[src/hdl/keyframe_track_evaluator_core_assert.svh]
// Assertion macros shared by the keyframe track evaluator RTL.
`ifndef KEYFRAME_TRACK_EVALUATOR_CORE_ASSERT_SVH
`define KEYFRAME_TRACK_EVALUATOR_CORE_ASSERT_SVH
`ifndef SYNTHESIS
`define KTE_ASSERT(lbl, prop, msg) \
  lbl: assert property (@(posedge clk) disable iff (rst) prop) else $error(msg);
`define KTE_ASSERT_NEVER(lbl, cond, msg) \
  lbl: assert property (@(posedge clk) disable iff (rst) !(cond)) else $error(msg);
`else
`define KTE_ASSERT(lbl, prop, msg)
`define KTE_ASSERT_NEVER(lbl, cond, msg)
`endif
`endif

[src/hdl/kte_pkg.sv]
// Types, codes and helpers for the keyframe track evaluator.
`timescale 1ns / 1ps
package kte_pkg;

  localparam logic [2:0] OP_INSERT     = 3'd0;
  localparam logic [2:0] OP_INSERT_DEF = 3'd1;
  localparam logic [2:0] OP_SET_TIME   = 3'd2;
  localparam logic [2:0] OP_REMOVE     = 3'd3;
  localparam logic [2:0] OP_EVAL       = 3'd4;

  localparam logic [1:0] STAT_OK        = 2'd0;
  localparam logic [1:0] STAT_BAD_INDEX = 2'd1;
  localparam logic [1:0] STAT_FULL      = 2'd2;
  localparam logic [1:0] STAT_EMPTY     = 2'd3;

  localparam logic [2:0] KIND_REAL    = 3'd0;
  localparam logic [2:0] KIND_INTEGER = 3'd1;
  localparam logic [2:0] KIND_BOOL    = 3'd2;
  localparam logic [2:0] KIND_VEC3    = 3'd3;
  localparam logic [2:0] KIND_VEC2    = 3'd4;
  localparam logic [2:0] KIND_COLOUR  = 3'd5;

  localparam logic [1:0] MODE_LINEAR = 2'd0;
  localparam logic [1:0] MODE_STEP   = 2'd1;

  localparam logic [31:0] ONE_Q16 = 32'h0001_0000;
  localparam logic [16:0] T_ONE   = 17'h1_0000;

  typedef logic [3:0][31:0] lanes_t;

  typedef struct packed {
    logic [31:0] key_tm;
    lanes_t      lanes;
    logic [1:0]  mode;
    logic [2:0]  kind;
  } entry_t;

  typedef enum logic [4:0] {
    S_IDLE, S_DISPATCH, S_DEF_RD, S_DEF, S_SCAN_RD, S_SCAN, S_SHIFT_RD, S_SHIFT,
    S_PUT, S_SET_RD, S_SET, S_REM_RD, S_REM, S_EV0_RD, S_EV0, S_EVL_RD, S_EVL,
    S_MID_RD, S_MID, S_LO_RD, S_LO, S_HI_RD, S_HI, S_DIV, S_MUL, S_SUM
  } fsm_t;

  // lanes left live by a value kind; the rest read as zero
  function automatic lanes_t mask_lanes(input logic [2:0] kind, input lanes_t v);
    lanes_t r;
    r = '0;
    case (kind)
      KIND_REAL, KIND_INTEGER, KIND_BOOL: r[0] = v[0];
      KIND_VEC3: begin
        r[0] = v[0]; r[1] = v[1]; r[2] = v[2];
      end
      KIND_VEC2: begin
        r[0] = v[0]; r[1] = v[1];
      end
      KIND_COLOUR: r = v;
      default: r = '0;
    endcase
    return r;
  endfunction

endpackage

[src/hdl/kte_lane.sv]
// One interpolation lane: a + floor((b - a) * t / 65536).
`timescale 1ns / 1ps
module kte_lane
  import kte_pkg::*;
(
  input  logic        clk,
  input  logic        load,
  input  logic [31:0] a,
  input  logic [31:0] b,
  input  logic [16:0] t,
  output logic [31:0] y
);

  logic signed [32:0] diff;
  logic signed [50:0] prod;
  logic signed [50:0] sum;

  assign diff = $signed({b[31], b}) - $signed({a[31], a});

  always_ff @(posedge clk) begin
    if (load) begin
      prod <= diff * $signed({1'b0, t});
    end
  end

  // arithmetic shift is the floor
  assign sum = $signed({{19{a[31]}}, a}) + (prod >>> 16);
  assign y   = sum[31:0];

endmodule

[config.mk]
export PLATFORM = sky130hd
export DESIGN_NAME = kte_lane
export DESIGN_NICKNAME = d
export VERILOG_FILES = /design/src/hdl/keyframe_track_evaluator_core_assert.svh /design/src/hdl/kte_pkg.sv /design/src/hdl/kte_lane.sv
export SDC_FILE = /design/constraint.sdc
export NUM_CORES = 2
export LEC_CHECK = 0
export ABC_CLOCK_PERIOD_IN_PS = 14700
export BUFFER_PORTS_ARGS = -buffer_cell sky130_fd_sc_hd__buf_4
export CORE_MARGIN = 3
export CORE_UTILIZATION = 60
export CTS_CLUSTER_SIZE = 20
export DETAILED_ROUTE_END_ITERATION = 12
export PLACE_DENSITY = 0.79
export SLEW_MARGIN = 40
export SYNTH_ARGS = -nofsm -noshare
export SYNTH_HDL_FRONTEND = slang
export SYNTH_SLANG_ARGS = --single-unit
export TNS_END_PERCENT = 10
[constraint.sdc]
create_clock -name clk -period 14.7 [get_ports clk]
set_clock_uncertainty 0.2 [all_clocks]
set_input_delay 0.735 -clock clk [delete_from_list [all_inputs] [get_ports clk]]
set_output_delay 0.735 -clock clk [all_outputs]
set_load 0.02 [all_outputs]
==> results.json <==
{
  "h-tree-depth": 2,
  "post-route-min-period_ps": 10380,
  "fmax_mhz": 96.30,
  "synth_cell_types": 71,
  "die-area_um2": 41280,
  "synthCells": 2688,
  "async_reset_ff_frac": 0,
  "route.met3.wl_mm": 3.065,
  "arrival_ps": 10230,
  "drt_first_pass_iters": 5,
  "top_layer": "met4",
  "io_buffers": 114,
  "hold_violations": 0,
  "viasPerCell": 5.650,
  "antenna_left": 0,
  "track_usage": 0.2951,
  "setup.worst_path.end_class": "flop",
  "grt_pass1_wl_mm": 97.64,
  "syn_avg_cell_area_um2": 8.677,
  "synth_ff_type": "edfxtp_1",
  "postCtsSetupBuffers": 0,
  "reg.largest.list": "prod: 32 flops",
  "finalWirelength_mm": 59.08,
  "nets": 3482,
  "regMostFlops": "prod",
  "clk_pin_slew_worst_paths_ps": 60,
  "critPathMaxStageDelay_ps": 610,
  "hold_path_class": "in -> reg",
  "synth_top_area_frac": 0.4429,
  "grt_max_degree": 40,
  "drv_cap": 0,
  "slew_viol_final": 0,
  "post_cts_resized": 0,
  "syn2layout_area_growth_pct": 6.464,
  "synthTopCellsByCount": "inv_1 (655), fa_1 (516), nand2_1 (342), and2_1 (243), ha_1 (173)",
  "num_rows": 71,
  "cts_tree": "yes",
  "synth_most_common_cell": "inv_1",
  "grt_pass1_vias": 19956,
  "slew-limit-headroom": 0.4521,
  "setup_viol": 0,
  "min_from": "load",
  "core_area_um2": 38020,
  "die_h_um": 203.2,
  "gr-total-overflow": 0,
  "largest_reg_flops": 32,
  "vias": 18203,
  "synth-seq-cells": 32,
  "drtIter0Drc": 1198,
  "clockBufferDepth": 2,
  "synth-edff-count": 32,
  "min_period_over_period": 0.7064,
  "required_ps": 14550,
  "hpwl_mm": 46.95,
  "synth_area_um2": 23320,
  "status": "complete, no violations",
  "met1_length_mm": 22.18,
  "slowest_stage": "nand3_1",
  "worst_pin_slew_ps": 814.8,
  "path_common_cell": "fa_1",
  "ys_top_cells_by_area": "fa_1 (44%), inv_1 (11%), ha_1 (9.3%), and2_1 (6.5%), nand2_1 (5.5%)",
  "tns_ps": 0,
  "gp_congestion": 0.9158,
  "wire_per_inst_um": 18.34,
  "crit_family": "compound AO/OA/AOI/OAI gates",
  "wl_met2_mm": 31.26,
  "cp_max_fo": 17,
  "ys_seq_area_frac": 0.04120,
  "cts-root-buf": "clkbuf_16",
  "ios": 115,
  "crit_buf_inv": 5,
  "cts.sinks": 32,
  "min_to": "prod[41]",
  "yosysWarnings": 0,
  "rsz0062_at_grt": "false",
  "die_w_um": 203.2,
  "hold_depth": 1,
  "yosysTopAreaCell": "fa_1",
  "drc": 0,
  "synth_nets": 3460,
  "numCtsBuffers": 5,
  "antenna_found_initial": 2,
  "initial_core_util": 0.6135,
  "cts_hold_buf": 0,
  "start_kind": "input port",
  "path_class": "in -> reg",
  "drive_gt1_frac": 0.06605
}
## cell usage in the layout (no fill, tap or decap), types with 19 or more instances in the layout
cell and count:
edfxtp_1 32, and2_1 243, nand2_1 342, nor2_1 53
xor2_1 30, nand2b_1 36, a21o_1 39, o22ai_1 19
a21oi_1 71, xnor2_1 56, o21ai_0 35, buf_4 142
inv_1 655, fa_1 515, ha_1 173, nor2b_1 35
## metal layers
metal,track usage,vias up
met2,0.5460,657
li1,-,8103
met5,0,-
met3,0.03464,204
met4,0.1148,0
met1,0.3515,9239
## per-stage QoR
step                      worst slack, ps  cell area (µm²)  hold slack (ps)    util  instances
after floorplan                      5348            23320            647.5       -       2688
after CTS                            4424            24820            719.8  0.6527       3221
after global routing                 3800            24830            725.0  0.6531       3222
after detailed placement             4123            24680             1035  0.6492       3214
final                                4316            24830            714.7  0.6531       3222
after global placement               4453            24610             1023  0.6474       3214
## cell type report
cell class | count | area [µm²]
Clock buffer | 5 | 125.1
Clock inverter | 2 | 7.507
Inverter | 656 | 2462
Multi-Input combinational cell | 1873 | 19570
Fill cell | 3115 | 13190
Tap cell | 511 | 639.4
Timing Repair Buffer | 142 | 1066
Sequential cell | 32 | 960.9
Antenna cell | 1 | 2.502
## cells by family after synthesis
group,count (synthesis),synth area share
xor+xnor,93,0.03492
flops,32,0.04120
fa+ha+maj,689,0.5357
simple gates,792,0.1715
buf+inv,783,0.1261
mux,19,0.008368
compound gates,280,0.08229
## how the worst max path moves through the flow
stage,startpoint,to,cells past startpoint
3_5_place_dp,a[1],prod[44],36
4_1_cts,a[1],prod[44],35
3_3_place_gp,a[1],prod[44],36
6_report,a[1],prod[44],35
2_1_floorplan,a[8],prod[44],36
5_1_grt,a[1],prod[44],36
Power is not shown: default switching activity piles up to over one toggle a cycle in this logic, so the estimate is an artifact.
