## src/hdl/keyframe_track_evaluator_core_assert.svh

```systemverilog
// Assertion macros shared by the keyframe track evaluator RTL.
`ifndef KEYFRAME_TRACK_EVALUATOR_CORE_ASSERT_SVH
`define KEYFRAME_TRACK_EVALUATOR_CORE_ASSERT_SVH
`ifndef SYNTHESIS
`define KTE_ASSERT(lbl, prop, msg) \
  lbl: assert property (@(posedge clk) disable iff (rst) prop) else $error(msg);
`define KTE_ASSERT_NEVER(lbl, cond, msg) \
  lbl: assert property (@(posedge clk) disable iff (rst) !(cond)) else $error(msg);
`else
`define KTE_ASSERT(lbl, prop, msg)
`define KTE_ASSERT_NEVER(lbl, cond, msg)
`endif
`endif

```

## src/hdl/kte_pkg.sv

```systemverilog
// Types, codes and helpers for the keyframe track evaluator.
`timescale 1ns / 1ps
package kte_pkg;

  localparam logic [2:0] OP_INSERT     = 3'd0;
  localparam logic [2:0] OP_INSERT_DEF = 3'd1;
  localparam logic [2:0] OP_SET_TIME   = 3'd2;
  localparam logic [2:0] OP_REMOVE     = 3'd3;
  localparam logic [2:0] OP_EVAL       = 3'd4;

  localparam logic [1:0] STAT_OK        = 2'd0;
  localparam logic [1:0] STAT_BAD_INDEX = 2'd1;
  localparam logic [1:0] STAT_FULL      = 2'd2;
  localparam logic [1:0] STAT_EMPTY     = 2'd3;

  localparam logic [2:0] KIND_REAL    = 3'd0;
  localparam logic [2:0] KIND_INTEGER = 3'd1;
  localparam logic [2:0] KIND_BOOL    = 3'd2;
  localparam logic [2:0] KIND_VEC3    = 3'd3;
  localparam logic [2:0] KIND_VEC2    = 3'd4;
  localparam logic [2:0] KIND_COLOUR  = 3'd5;

  localparam logic [1:0] MODE_LINEAR = 2'd0;
  localparam logic [1:0] MODE_STEP   = 2'd1;

  localparam logic [31:0] ONE_Q16 = 32'h0001_0000;
  localparam logic [16:0] T_ONE   = 17'h1_0000;

  typedef logic [3:0][31:0] lanes_t;

  typedef struct packed {
    logic [31:0] key_tm;
    lanes_t      lanes;
    logic [1:0]  mode;
    logic [2:0]  kind;
  } entry_t;

  typedef enum logic [4:0] {
    S_IDLE, S_DISPATCH, S_DEF_RD, S_DEF, S_SCAN_RD, S_SCAN, S_SHIFT_RD, S_SHIFT,
    S_PUT, S_SET_RD, S_SET, S_REM_RD, S_REM, S_EV0_RD, S_EV0, S_EVL_RD, S_EVL,
    S_MID_RD, S_MID, S_LO_RD, S_LO, S_HI_RD, S_HI, S_DIV, S_MUL, S_SUM
  } fsm_t;

  // lanes left live by a value kind; the rest read as zero
  function automatic lanes_t mask_lanes(input logic [2:0] kind, input lanes_t v);
    lanes_t r;
    r = '0;
    case (kind)
      KIND_REAL, KIND_INTEGER, KIND_BOOL: r[0] = v[0];
      KIND_VEC3: begin
        r[0] = v[0]; r[1] = v[1]; r[2] = v[2];
      end
      KIND_VEC2: begin
        r[0] = v[0]; r[1] = v[1];
      end
      KIND_COLOUR: r = v;
      default: r = '0;
    endcase
    return r;
  endfunction

endpackage

```

## src/hdl/kte_div.sv

```systemverilog
// Serial restoring divider for the 16-bit interpolation fraction.
`timescale 1ns / 1ps
module kte_div
  import kte_pkg::*;
(
  input  logic        clk,
  input  logic        rst,
  input  logic        start,
  input  logic [31:0] num,
  input  logic [31:0] den,
  output logic        done,
  output logic [15:0] quo
);

  logic [32:0] rem;
  logic [31:0] dsr;
  logic [4:0]  cnt;
  logic        run;
  logic [32:0] rem2;

  // num < den, so the remainder stays below 2*den
  assign rem2 = {rem[31:0], 1'b0};

  always_ff @(posedge clk) begin
    if (rst) begin
      run  <= 1'b0;
      done <= 1'b0;
    end else begin
      done <= 1'b0;
      if (start) begin
        rem <= {1'b0, num};
        dsr <= den;
        cnt <= 5'd16;
        run <= 1'b1;
      end else if (run) begin
        if (rem2 >= {1'b0, dsr}) begin
          rem <= rem2 - {1'b0, dsr};
          quo <= {quo[14:0], 1'b1};
        end else begin
          rem <= rem2;
          quo <= {quo[14:0], 1'b0};
        end
        cnt <= cnt - 5'd1;
        if (cnt == 5'd1) begin
          run  <= 1'b0;
          done <= 1'b1;
        end
      end
    end
  end

endmodule

```

## config.mk

```make
export PLATFORM = sky130hd
export DESIGN_NAME = kte_div
export DESIGN_NICKNAME = d
export VERILOG_FILES = /design/src/hdl/keyframe_track_evaluator_core_assert.svh /design/src/hdl/kte_pkg.sv /design/src/hdl/kte_div.sv
export SDC_FILE = /design/constraint.sdc
export NUM_CORES = 1
export LEC_CHECK = 0
export BUFFER_PORTS_ARGS = -buffer_cell sky130_fd_sc_hd__buf_2
export CORE_MARGIN = 2
export CORE_UTILIZATION = 50
export CTS_CLUSTER_SIZE = 28
export DETAILED_ROUTE_END_ITERATION = 12
export PLACE_DENSITY = 0.8
export SYNTH_ARGS = -nofsm -noshare
export SYNTH_HDL_FRONTEND = slang
export SYNTH_SLANG_ARGS = --single-unit
```

## constraint.sdc

```tcl
create_clock -name clk -period 3.97 [get_ports clk]
set_input_delay 1.191 -clock clk [delete_from_list [all_inputs] [get_ports clk]]
set_output_delay 1.191 -clock clk [all_outputs]
set_load 0.01 [all_outputs]
```

==> metrics.txt, run 1 <==
status=finished, final reports clean; vias in the first global route=3939; initial antenna violation count=0; clock transition at the registers of the reported paths=0.10 ns; DP HPWL=8370 µm; Synth area leaders=edfxtp_1, ha_1, a21oi_1, inv_1, xnor2_1; Setup CP Type=reg -> reg; worst vdd ir=~0.00017 V; DR DRC count=0; CTS tree=yes; Initial Util=51.6%; Critical Path RT=4.11 ns; Avg WL per Cell=roughly 16 µm; Reg2Reg Depth=10; Layout Skew=0.0117 ns; Fmax=303 MHz; top cell type's share of synthesized area=roughly 48%; Total Wirelength=~12000 µm; via count=4161; Synth Warn #=0; Reg-to-Reg End=rem[3]$_DFFE_PP_; Worst Hold Depth=0; Setup crit start kind=register; Layout Nets=678; total CTS buffers=9; die width=roughly 110 µm; root buf cell=clkbuf_8; EDFF count, synth=85; Via density=5.80; final critical-path share of the clock period=83.2%; area of the mapped netlist=5350 µm²; WHS=0.457 ns; Placer Congestion=0.918; arrival time at the worst endpoint=3.44 ns; Core Region=about 10000 µm²; commonest non-fill, non-tap cell in the layout=edfxtp_1; # diodes=0; Rows=37; reg-to-reg slack, setup=0.67 ns; first-pass GRT wire length=18600 µm; # hold bufs at CTS=0; # IOs=84; RSZ-0062 raised after global routing=no; synth unique cells=60; Final Max Slew Viols=0; Hold Path Class=reg -> reg; FF+latch count, synth=87; cell count after synthesis=496; post-synthesis sequential area ratio=between 40 and 50%; Hold Startpoint=quo[2]$_DFFE_PP_; Iteration-0 DRC Markers=about 260; total grt overflow=0; largest net degree at the start of global routing=50; largest area contributor in the netlist=edfxtp_1; # port buffers=83; worst rel slew slack=64.5%; r2r startpoint=rem[5]$_DFFE_PP_; leakage power=0.00254 µW; share of cells above drive strength 1=20.7%; Max Fanout on Critical Path=16; DRT Pass-1 Iters=5; crit end category=register; Total GRT Usage=20.6%; endpoints failing setup=0; Die Y-Extent=107 µm; Slew @ Worst Pin=approximately 0.53 ns; TritonCTS Sinks=87; P&R area growth vs syn=14.3%; Post-synth ARST share=0%; Worst Hold End=quo[3]$_DFFE_PP_; worst skew pair latency=just under 0.4 ns; Post-CTS Setup Repair Bufs=0; Hold Vio Cnt, Final=0; commonest cells after routing, fill and taps aside=edfxtp_1, buf_2, inv_1; # resized after CTS=0; htree depth=3; PD cells=405 nW/µm²; antenna viol nets, final=0; Final TNS setup=0 ns; Synth Area per Inst=10.8 µm²; main flop type after synthesis=edfxtp_1; Die ar.=11500 µm²; Max-Cap Viols=0; maximum root-to-sink buffer count=2; syn_nets=598; min cycle time layout=3.30 ns
==> logic make-up (layout without fill, tap and decap cells) <==
family,Yosys count,in the layout,synth area share (%)
muxes,6,6,1.19
xor gates and xnor gates,29,29,4.75
adders and majority gates,35,35,8.33
AOI/OAI and AO/OA,132,132,18.0
buffers and inverters,64,149,4.63
and+or+nand+nor,143,143,14.7
DFF,87,87,48.5
==> per-layer routing <==
layer	share of wire [%]	track usage, %	wire [µm]
met1	46	28.8	5360
met2	45	31.6	5200
met3	6.3	4.00	730
met4	2.2	8.70	255
met5	0	0	0
==> where the power goes <==
group / switching (µW) / total [µW] / internal, µW
Sequential: 30.7 / 1130 / 1100
Combinational: 409 / 713 / 304
Clock: 339 / 633 / 294
==> stage by stage <==
| stage | worst slack [ns] | cells | util (%) | instance area (µm²) | power, µW |
|---|---|---|---|---|---|
| 3_3_place_gp | 0.772 | 701 | 57.0 | 5920 | 1830 |
| 5_1_grt | 0.500 | 717 | 59.0 | 6110 | 2600 |
| 2_1_floorplan | 0.202 | 496 | - | 5350 | 1680 |
| 6_report | 0.668 | 717 | 59.0 | 6110 | 2470 |
| 4_1_cts | 0.688 | 717 | 59.0 | 6110 | 2480 |
| 3_5_place_dp | 0.677 | 701 | 57.0 | 5920 | 1850 |
==> registers in the layout (all words and copies together) (netlist names) <==
| register | flops |
|---|---|
| dsr | 32 |
| rem | 32 |
| quo | 16 |
| cnt | 5 |
| done | 1 |
| run | 1 |
==> cells in the mapped netlist, drive strengths merged, types with 2 or more instances <==
library cell   n
nand2b         5
and4           2
a22oi          3
xnor2         18
clkbuf        14
mux2i          3
ha            34
o311ai        12
edfxtp        85
and3           5
xor2          11
a211oi         5
inv           43
a311oi         2
o31ai          7
o21a           5
nor4           4
and2           4
a211o          3
nand3b        14
or2            5
nand4          7
o21ai         13
o21bai         3
nand2         32
buf            7
a221o         13
nor3b         12
nor3          13
nand3          6
dfxtp          2
mux2           3
a21oi         34
nor2          23
a31oi          4
nor2b          7
a21o          19
==> area by class of cell <==
cell class	count	area (µm²)
clock buffers	10	128
clock inverters	6	70.1
fillers	870	4260
inverters	43	161
multi-input cells	345	2520
flip-flops and latches	87	2590
well taps	136	170
repair buffers	90	468
==> worst max-delay path, cell delays in order, from the launching register on <==
cell      delay [ns]
edfxtp_1        0.41
ha_1            0.39
nand2_1         0.17
nor4_1          0.36
o31ai_2         0.16
a21oi_2         0.26
a31o_1          0.29
a311oi_4        0.12
inv_2           0.29
mux2_1          0.35
mux2_2          0.26
==> worst max path at each step <==
| stage | start | to | slack [ns] | cells after the start |
|---|---|---|---|---|
| floorplan | start | cnt[0]$_SDFFCE_PP0P_ | 0.20 | 4 |
| global placement | rem[11]$_DFFE_PP_ | rem[19]$_DFFE_PP_ | 0.77 | 9 |
| detailed placement | rem[6]$_DFFE_PP_ | rem[3]$_DFFE_PP_ | 0.68 | 10 |
| CTS | rem[6]$_DFFE_PP_ | rem[3]$_DFFE_PP_ | 0.69 | 10 |
| global route | rem[9]$_DFFE_PP_ | rem[30]$_DFFE_PP_ | 0.50 | 10 |
| finish | rem[5]$_DFFE_PP_ | rem[3]$_DFFE_PP_ | 0.67 | 10 |
Power figures use the tool's default switching activity.
==> inputs of run 2 (changes only) <==
--- a/config.mk
+++ b/config.mk
@@ -5,12 +5,13 @@
 export SDC_FILE = /design/constraint.sdc
 export NUM_CORES = 1
 export LEC_CHECK = 0
+export ABC_AREA = 1
 export BUFFER_PORTS_ARGS = -buffer_cell sky130_fd_sc_hd__buf_2
 export CORE_MARGIN = 2
 export CORE_UTILIZATION = 50
 export CTS_CLUSTER_SIZE = 28
 export DETAILED_ROUTE_END_ITERATION = 12
-export PLACE_DENSITY = 0.8
+export PLACE_DENSITY = 0.76
 export SYNTH_ARGS = -nofsm -noshare
 export SYNTH_HDL_FRONTEND = slang
 export SYNTH_SLANG_ARGS = --single-unit
==> constraint.sdc (replaced) <==
create_clock -name clk -period 3.1 [get_ports clk]
set_input_delay 0.93 -clock clk [delete_from_list [all_inputs] [get_ports clk]]
set_output_delay 0.93 -clock clk [all_outputs]
set_load 0.01 [all_outputs]
==> metrics.txt, run 2 <==
cell count after synthesis=861 (was 496); total CTS buffers=9 (unchanged); Synth Area per Inst=7.36 µm² (was 10.8 µm²); vias in the first global route=5261 (was 3939); Synth Warn #=0 (unchanged); first-pass GRT wire length=24600 µm (was 18600 µm); endpoints failing setup=0 (unchanged); P&R area growth vs syn=14.0% (was 14.3%); PD cells=482 nW/µm² (was 405 nW/µm²); fin area=7220 µm² (was 6110 µm²); Max-Cap Viols=0 (unchanged); WHS=0.445 ns (was 0.457 ns); Layout Nets=1050 (was 678); Iteration-0 DRC Markers=347 (was 257); reg-to-reg slack, setup=0.55 ns (was 0.67 ns); Rows=41 (was 37); Post-CTS Setup Repair Bufs=0 (unchanged); arrival time at the worst endpoint=2.66 ns (was 3.44 ns); Pwr Total=3480 µW (was 2470 µW); initial antenna violation count=0 (unchanged); post-synthesis sequential area ratio=40.9% (was 48.5%); htree depth=3 (unchanged); filler-free cell count of the finished design=1125 (was 717); Worst Hold Depth=0 (unchanged); Final Max Slew Viols=0 (unchanged); Synth area leaders=edfxtp_1, nand2_1, inv_1, ha_1, nand3_1 (was edfxtp_1, ha_1, a21oi_1, inv_1, xnor2_1); Reg2Reg Depth=16 (was 10); FF+latch count, synth=87 (unchanged); worst vdd ir=0.000305 V (was 0.000168 V); syn_nets=963 (was 598); maximum root-to-sink buffer count=2 (unchanged); count leader, synth=nand2_1 (was edfxtp_1); synth unique cells=34 (was 60); area of the mapped netlist=6340 µm² (was 5350 µm²); leakage power=0.00378 µW (was 0.00254 µW); main flop type after synthesis=edfxtp_1 (unchanged); Via density=4.80 (was 5.80); fillers=1223 (was 870); crit path cell chain=ha_1 -> nand2_1 -> inv_1 -> nand2_1 -> nand2_1 -> inv_1 -> nand3_2 -> nand2_1 -> nand2_1 -> nand2_2 -> buf_4 -> nand3_1 -> nand2_1 -> inv_1 -> nand2_1 -> nand2_1 (was ha_1 -> nand2_1 -> nor4_1 -> o31ai_2 -> a21oi_2 -> a31o_1 -> a311oi_4 -> inv_2 -> mux2_1 -> mux2_2); Slowest-stage cell, CP=edfxtp_1 (unchanged); commonest cells after routing, fill and taps aside=nand2_1, inv_1, edfxtp_1 (was edfxtp_1, buf_2, inv_1); Core Region=12500 µm² (was 10400 µm²); die width=117 µm (was 107 µm); min cycle time layout=2.55 ns (was 3.30 ns); largest area contributor in the netlist=edfxtp_1 (unchanged); slowest stage delay, CP=0.39 ns (was 0.41 ns); worst rel slew slack=64.2% (was 64.5%); Layout Skew=0.00828 ns (was 0.0117 ns); status=finished, final reports clean (unchanged); Hold Path Class=reg -> reg (unchanged); Setup crit start kind=register (unchanged); antenna viol nets, final=0 (unchanged); crit end category=register (unchanged); Die ar.=13600 µm² (was 11500 µm²); root buf cell=clkbuf_16 (was clkbuf_8); top flop regs=dsr x32, rem x32, quo x16 (unchanged); Critical Path RT=3.21 ns (was 4.11 ns); Placed Area=6950 µm² (was 5920 µm²); Hold Startpoint=quo[12]$_DFFE_PP_ (was quo[2]$_DFFE_PP_); Setup CP Type=reg -> reg (unchanged); top cell type's share of synthesized area=40.3% (was 47.7%); clock transition at the registers of the reported paths=0.06 ns (was 0.10 ns); placed cells=1109 (was 701); CTS tree=yes (unchanged); total grt overflow=0 (unchanged); final critical-path share of the clock period=82.1% (was 83.2%); worst skew pair latency=0.35 ns (was 0.39 ns); # hold bufs at CTS=0 (unchanged); Total GRT Usage=23.4% (was 20.6%); Fmax=393 MHz (was 303 MHz); largest net degree at the start of global routing=39 (was 50); Post-synth ARST share=0% (unchanged); CP most frequent cell=nand2_1; # resized after CTS=0 (unchanged); DR DRC count=0 (unchanged); r2r startpoint=rem[6]$_DFFE_PP_ (was rem[5]$_DFFE_PP_); Slew @ Worst Pin=0.537 ns (was 0.532 ns); RSZ-0062 raised after global routing=no (unchanged); Initial Util=50.6% (was 51.6%); multi-input logic area=3000 µm² (was 2520 µm²); Avg WL per Cell=13.4 µm (was 16.1 µm); # port buffers=83 (unchanged); via count=5401 (was 4161); Storage cell area=2590 µm² (unchanged); Reg-to-Reg End=rem[31]$_DFFE_PP_ (was rem[3]$_DFFE_PP_); EDFF count, synth=85 (unchanged); commonest non-fill, non-tap cell in the layout=nand2_1 (was edfxtp_1); Total Wirelength=15100 µm (was 11500 µm); Die Y-Extent=117 µm (was 107 µm); Post-synth top cells=nand2_1, inv_1, edfxtp_1 (was edfxtp_1, inv_1, ha_1); # IOs=84 (unchanged); # diodes=0 (unchanged); TritonCTS Sinks=87 (unchanged); Placer Congestion=0.969 (was 0.918); Max Fanout on Critical Path=11 (was 16); share of cells above drive strength 1=14.3% (was 20.7%); DP HPWL=11700 µm (was 8370 µm); Hold Vio Cnt, Final=0 (unchanged); Final TNS setup=0 ns (unchanged); DRT Pass-1 Iters=5 (unchanged); Worst Hold End=quo[13]$_DFFE_PP_ (was quo[3]$_DFFE_PP_)
==> run 2: cell families (layout without fill, tap and decap cells) <==
group	count (synthesis)	in the layout	synth area share, %
AO/OA/AOI/OAI	31	31	2.70
buffers and inverters	188	280	12.1
AND/OR/NAND/NOR	504	504	35.0
XOR/XNOR	16	16	2.21
flip-flops	87	87	40.9
adder cells (fa/ha/maj)	35	35	7.03
==> run 2: power by group <==
group	switching (µW)	internal (µW)
registers	36.1	1400
logic	662	385
clock network	461	542
total	1160	2330
==> run 2: how the worst max path moves through the flow <==
stage / slack [ns] / endpoint / start / depth (start not counted)
2_1_floorplan: 0.19 / dsr[0]$_DFFE_PP_ / start / 2
3_3_place_gp: 0.59 / rem[31]$_DFFE_PP_ / rem[7]$_DFFE_PP_ / 16
3_5_place_dp: 0.58 / rem[31]$_DFFE_PP_ / rem[7]$_DFFE_PP_ / 16
4_1_cts: 0.55 / rem[28]$_DFFE_PP_ / rem[7]$_DFFE_PP_ / 16
5_1_grt: 0.32 / rem[29]$_DFFE_PP_ / rem[6]$_DFFE_PP_ / 16
6_report: 0.55 / rem[31]$_DFFE_PP_ / rem[6]$_DFFE_PP_ / 16
==> run 2: cell type report <==
class                   instances  share of cell area (%)
clock buffers                   9                    3.12
well taps                     172                    2.98
clock inverters                 7                   0.658
repair buffers                 92                    6.86
flip-flops and latches         87                    35.9
multi-input cells             586                    41.6
inverters                     172                    8.94
==> run 2: critical path, delay by kind of cell, from the launching register on <==
kind                       cells  cell delay [ns]
buffers and inverters          4             0.43
DFF                            1             0.39
adders and majority gates      1             0.36
and+or+nand+nor               11             1.12
==> run 2: metal layers <==
metal	up-vias	track usage (%)	part of all wire, %
met5	-	0	0
met4	0	8.08	1.7
met3	23	4.00	4.9
met1	2360	30.8	47
li1	2875	-	-
met2	143	39.2	46
==> run 2: through the flow <==
step                      utilization (%)  setup WS (ns)
after floorplan                         -          0.185
after global placement               55.5          0.586
after detailed placement             55.5          0.576
after CTS                            57.7          0.546
after global routing                 57.7          0.319
final                                57.7          0.554
==> inputs of run 3 (changes only) <==
--- a/config.mk
+++ b/config.mk
@@ -5,13 +5,13 @@
 export SDC_FILE = /design/constraint.sdc
 export NUM_CORES = 1
 export LEC_CHECK = 0
-export ABC_AREA = 1
+export ABC_AREA = 0
 export BUFFER_PORTS_ARGS = -buffer_cell sky130_fd_sc_hd__buf_2
 export CORE_MARGIN = 2
 export CORE_UTILIZATION = 50
 export CTS_CLUSTER_SIZE = 28
 export DETAILED_ROUTE_END_ITERATION = 12
-export PLACE_DENSITY = 0.76
+export PLACE_DENSITY = 0.77
 export SYNTH_ARGS = -nofsm -noshare
 export SYNTH_HDL_FRONTEND = slang
 export SYNTH_SLANG_ARGS = --single-unit
==> constraint.sdc (replaced) <==
create_clock -name clk -period 2.6 [get_ports clk]
set_input_delay 0.78 -clock clk [delete_from_list [all_inputs] [get_ports clk]]
set_output_delay 0.78 -clock clk [all_outputs]
set_load 0.01 [all_outputs]
==> metrics.txt, run 3 (same netlist as run 1, synthesis figures left out) <==
root buf cell=clkbuf_8 (was clkbuf_16); share of cells above drive strength 1=44.6% (was 14.3%); die width=107 µm (was 117 µm); Final Max Slew Viols=0 (unchanged); Core Region=10400 µm² (was 12500 µm²); Placer Congestion=0.926 (was 0.969); RSZ-0062 raised after global routing=yes (was no); Layout Skew=0.0128 ns (was 0.00828 ns); Die ar.=11500 µm² (was 13600 µm²); Initial Util=51.6% (was 50.6%); Hold Startpoint=quo[11]$_DFFE_PP_ (was quo[12]$_DFFE_PP_); worst vdd ir=0.000317 V (was 0.000305 V); worst rel slew slack=59.7% (was 64.2%); Pwr Total=4490 µW (was 3480 µW); Worst Hold End=quo[12]$_DFFE_PP_ (was quo[13]$_DFFE_PP_); total CTS buffers=9 (unchanged); Fmax=339 MHz (was 393 MHz); # hold bufs at CTS=0 (unchanged); Setup crit start kind=register (unchanged); initial antenna violation count=0 (unchanged); worst skew pair latency=0.38 ns (was 0.35 ns); Worst Hold Depth=0 (unchanged); leakage power=0.00320 µW (was 0.00378 µW); crit end category=register (unchanged); via count=4847 (was 5401); PD cells=585 nW/µm² (was 482 nW/µm²); DRT met1 WL=6920 µm (was 7100 µm); endpoints failing setup=32 (was 0); r2r startpoint=rem[9]$_DFFE_PP_ (was rem[6]$_DFFE_PP_); Max-Cap Viols=0 (unchanged); Worst Slack Setup Final=-0.346 ns (was 0.554 ns); first-pass GRT wire length=23900 µm (was 24600 µm); DP HPWL=10400 µm (was 11700 µm); Avg WL per Cell=19.3 µm (was 13.4 µm); Setup CP Type=reg -> reg (unchanged); min cycle time layout=2.95 ns (was 2.55 ns); total grt overflow=0 (unchanged); commonest non-fill, non-tap cell in the layout=buf_4 (was nand2_1); fillers=695 (was 1223); antenna viol nets, final=0 (unchanged); Total GRT Usage=26.7% (was 23.4%); multi-input logic area=3160 µm² (was 3000 µm²); largest net degree at the start of global routing=34 (was 39); violated checks=setup timing; Storage cell area=2590 µm² (unchanged); Slew @ Worst Pin=0.596 ns (was 0.537 ns); Hold Vio Cnt, Final=0 (unchanged); Hold Path Class=reg -> reg (unchanged); maximum root-to-sink buffer count=2 (unchanged); vias in the first global route=4733 (was 5261); P&R area growth vs syn=43.3% (was 14.0%); Via density=5.82 (was 4.80); status=complete, but fails checks (was finished, final reports clean); Reg-to-Reg End=rem[3]$_DFFE_PP_ (was rem[31]$_DFFE_PP_); worst slack at placement=-0.485 ns (was 0.576 ns); top flop regs=dsr x32, rem x32, quo x16 (unchanged); reg-to-reg slack, setup=-0.35 ns (was 0.55 ns); Total Wirelength=16100 µm (was 15100 µm); DR DRC count=0 (unchanged); # IOs=84 (unchanged); Rows=37 (was 41); WL met2=7660 µm (was 7000 µm); # diodes=0 (unchanged); Die Y-Extent=107 µm (was 117 µm); Layout Nets=794 (was 1050); met3 WL=1050 µm (was 743 µm); Iteration-0 DRC Markers=312 (was 347); TritonCTS Sinks=87 (unchanged); commonest cells after routing, fill and taps aside=buf_4, edfxtp_1, buf_2 (was nand2_1, inv_1, edfxtp_1); # port buffers=83 (unchanged); DRT Pass-1 Iters=5 (unchanged); clock transition at the registers of the reported paths=0.09 ns (was 0.06 ns); final critical-path share of the clock period=113% (was 82.1%); arrival time at the worst endpoint=3.09 ns (was 2.66 ns); Max Fanout on Critical Path=5 (was 11); Reg2Reg Depth=9 (was 16); Critical Path RT=2.74 ns (was 3.21 ns); htree depth=3 (unchanged); CTS tree=yes (unchanged); highest routed layer=met4 (unchanged)
==> run 3: repair_timing <==
item,CTS,global route
setup endpoints to repair,33,33
pin swaps,21,31
gates resized for setup,55,58
setup buffers,7,15
gates cloned,1,1
==> run 3: critical path, cell delays in order, from the launching register on <==
cell	delay, ns
edfxtp_1	0.44
ha_4	0.29
a21oi_1	0.24
and4bb_2	0.32
a21oi_4	0.08
a31o_1	0.27
a311oi_4	0.37
inv_2	0.12
mux2_4	0.31
mux2_2	0.25
==> run 3: report_power, final <==
part           leakage [µW]  switching [µW]  internal (µW)  total [µW]
Clock             0.0000925             491            432         923
Combinational       0.00229             895            917        1810
Sequential         0.000817            73.7           1680        1750
Total               0.00320            1460           3030        4490
==> run 3: final cells by class <==
type	count	share of cell area, %
Inverter	43	2.11
Clock inverter	6	0.669
Clock buffer	10	1.67
Timing Repair Buffer	205	18.3
Tap cell	136	2.22
Multi-Input combinational cell	346	41.2
Sequential cell	87	33.8
==> run 3: stage by stage <==
step                util (%)  hold WS [ns]  instances  area (µm²)  TNS (ns)
CTS                     70.0         0.456        818        7260     -6.35
floorplan                  -         0.465        496        5410     -4.83
finish                  73.9         0.451        833        7660     -8.16
global placement        64.3         0.435        795        6670     -9.16
detailed placement      64.3         0.439        795        6670    -11.25
global route            73.9         0.471        833        7660    -10.30
==> run 3: worst max-delay path by stage <==
stage	cells past startpoint	endpoint	slack, ns	from
5_1_grt	9	rem[3]$_DFFE_PP_	-0.41	rem[9]$_DFFE_PP_
6_report	9	rem[3]$_DFFE_PP_	-0.35	rem[9]$_DFFE_PP_
4_1_cts	12	rem[3]$_DFFE_PP_	-0.30	dsr[1]$_DFFE_PP_
3_3_place_gp	12	rem[21]$_DFFE_PP_	-0.40	rem[0]$_DFFE_PP_
2_1_floorplan	11	rem[3]$_DFFE_PP_	-0.38	rem[9]$_DFFE_PP_
3_5_place_dp	10	rem[30]$_DFFE_PP_	-0.48	rem[7]$_DFFE_PP_
==> run 3: per-layer routing <==
metal / track usage (%) / vias up
met1: 36.3 / 2307
li1: - / 2268
met3: 3.63 / 49
met4: 10.5 / 0
met5: 0 / -
met2: 43.3 / 223
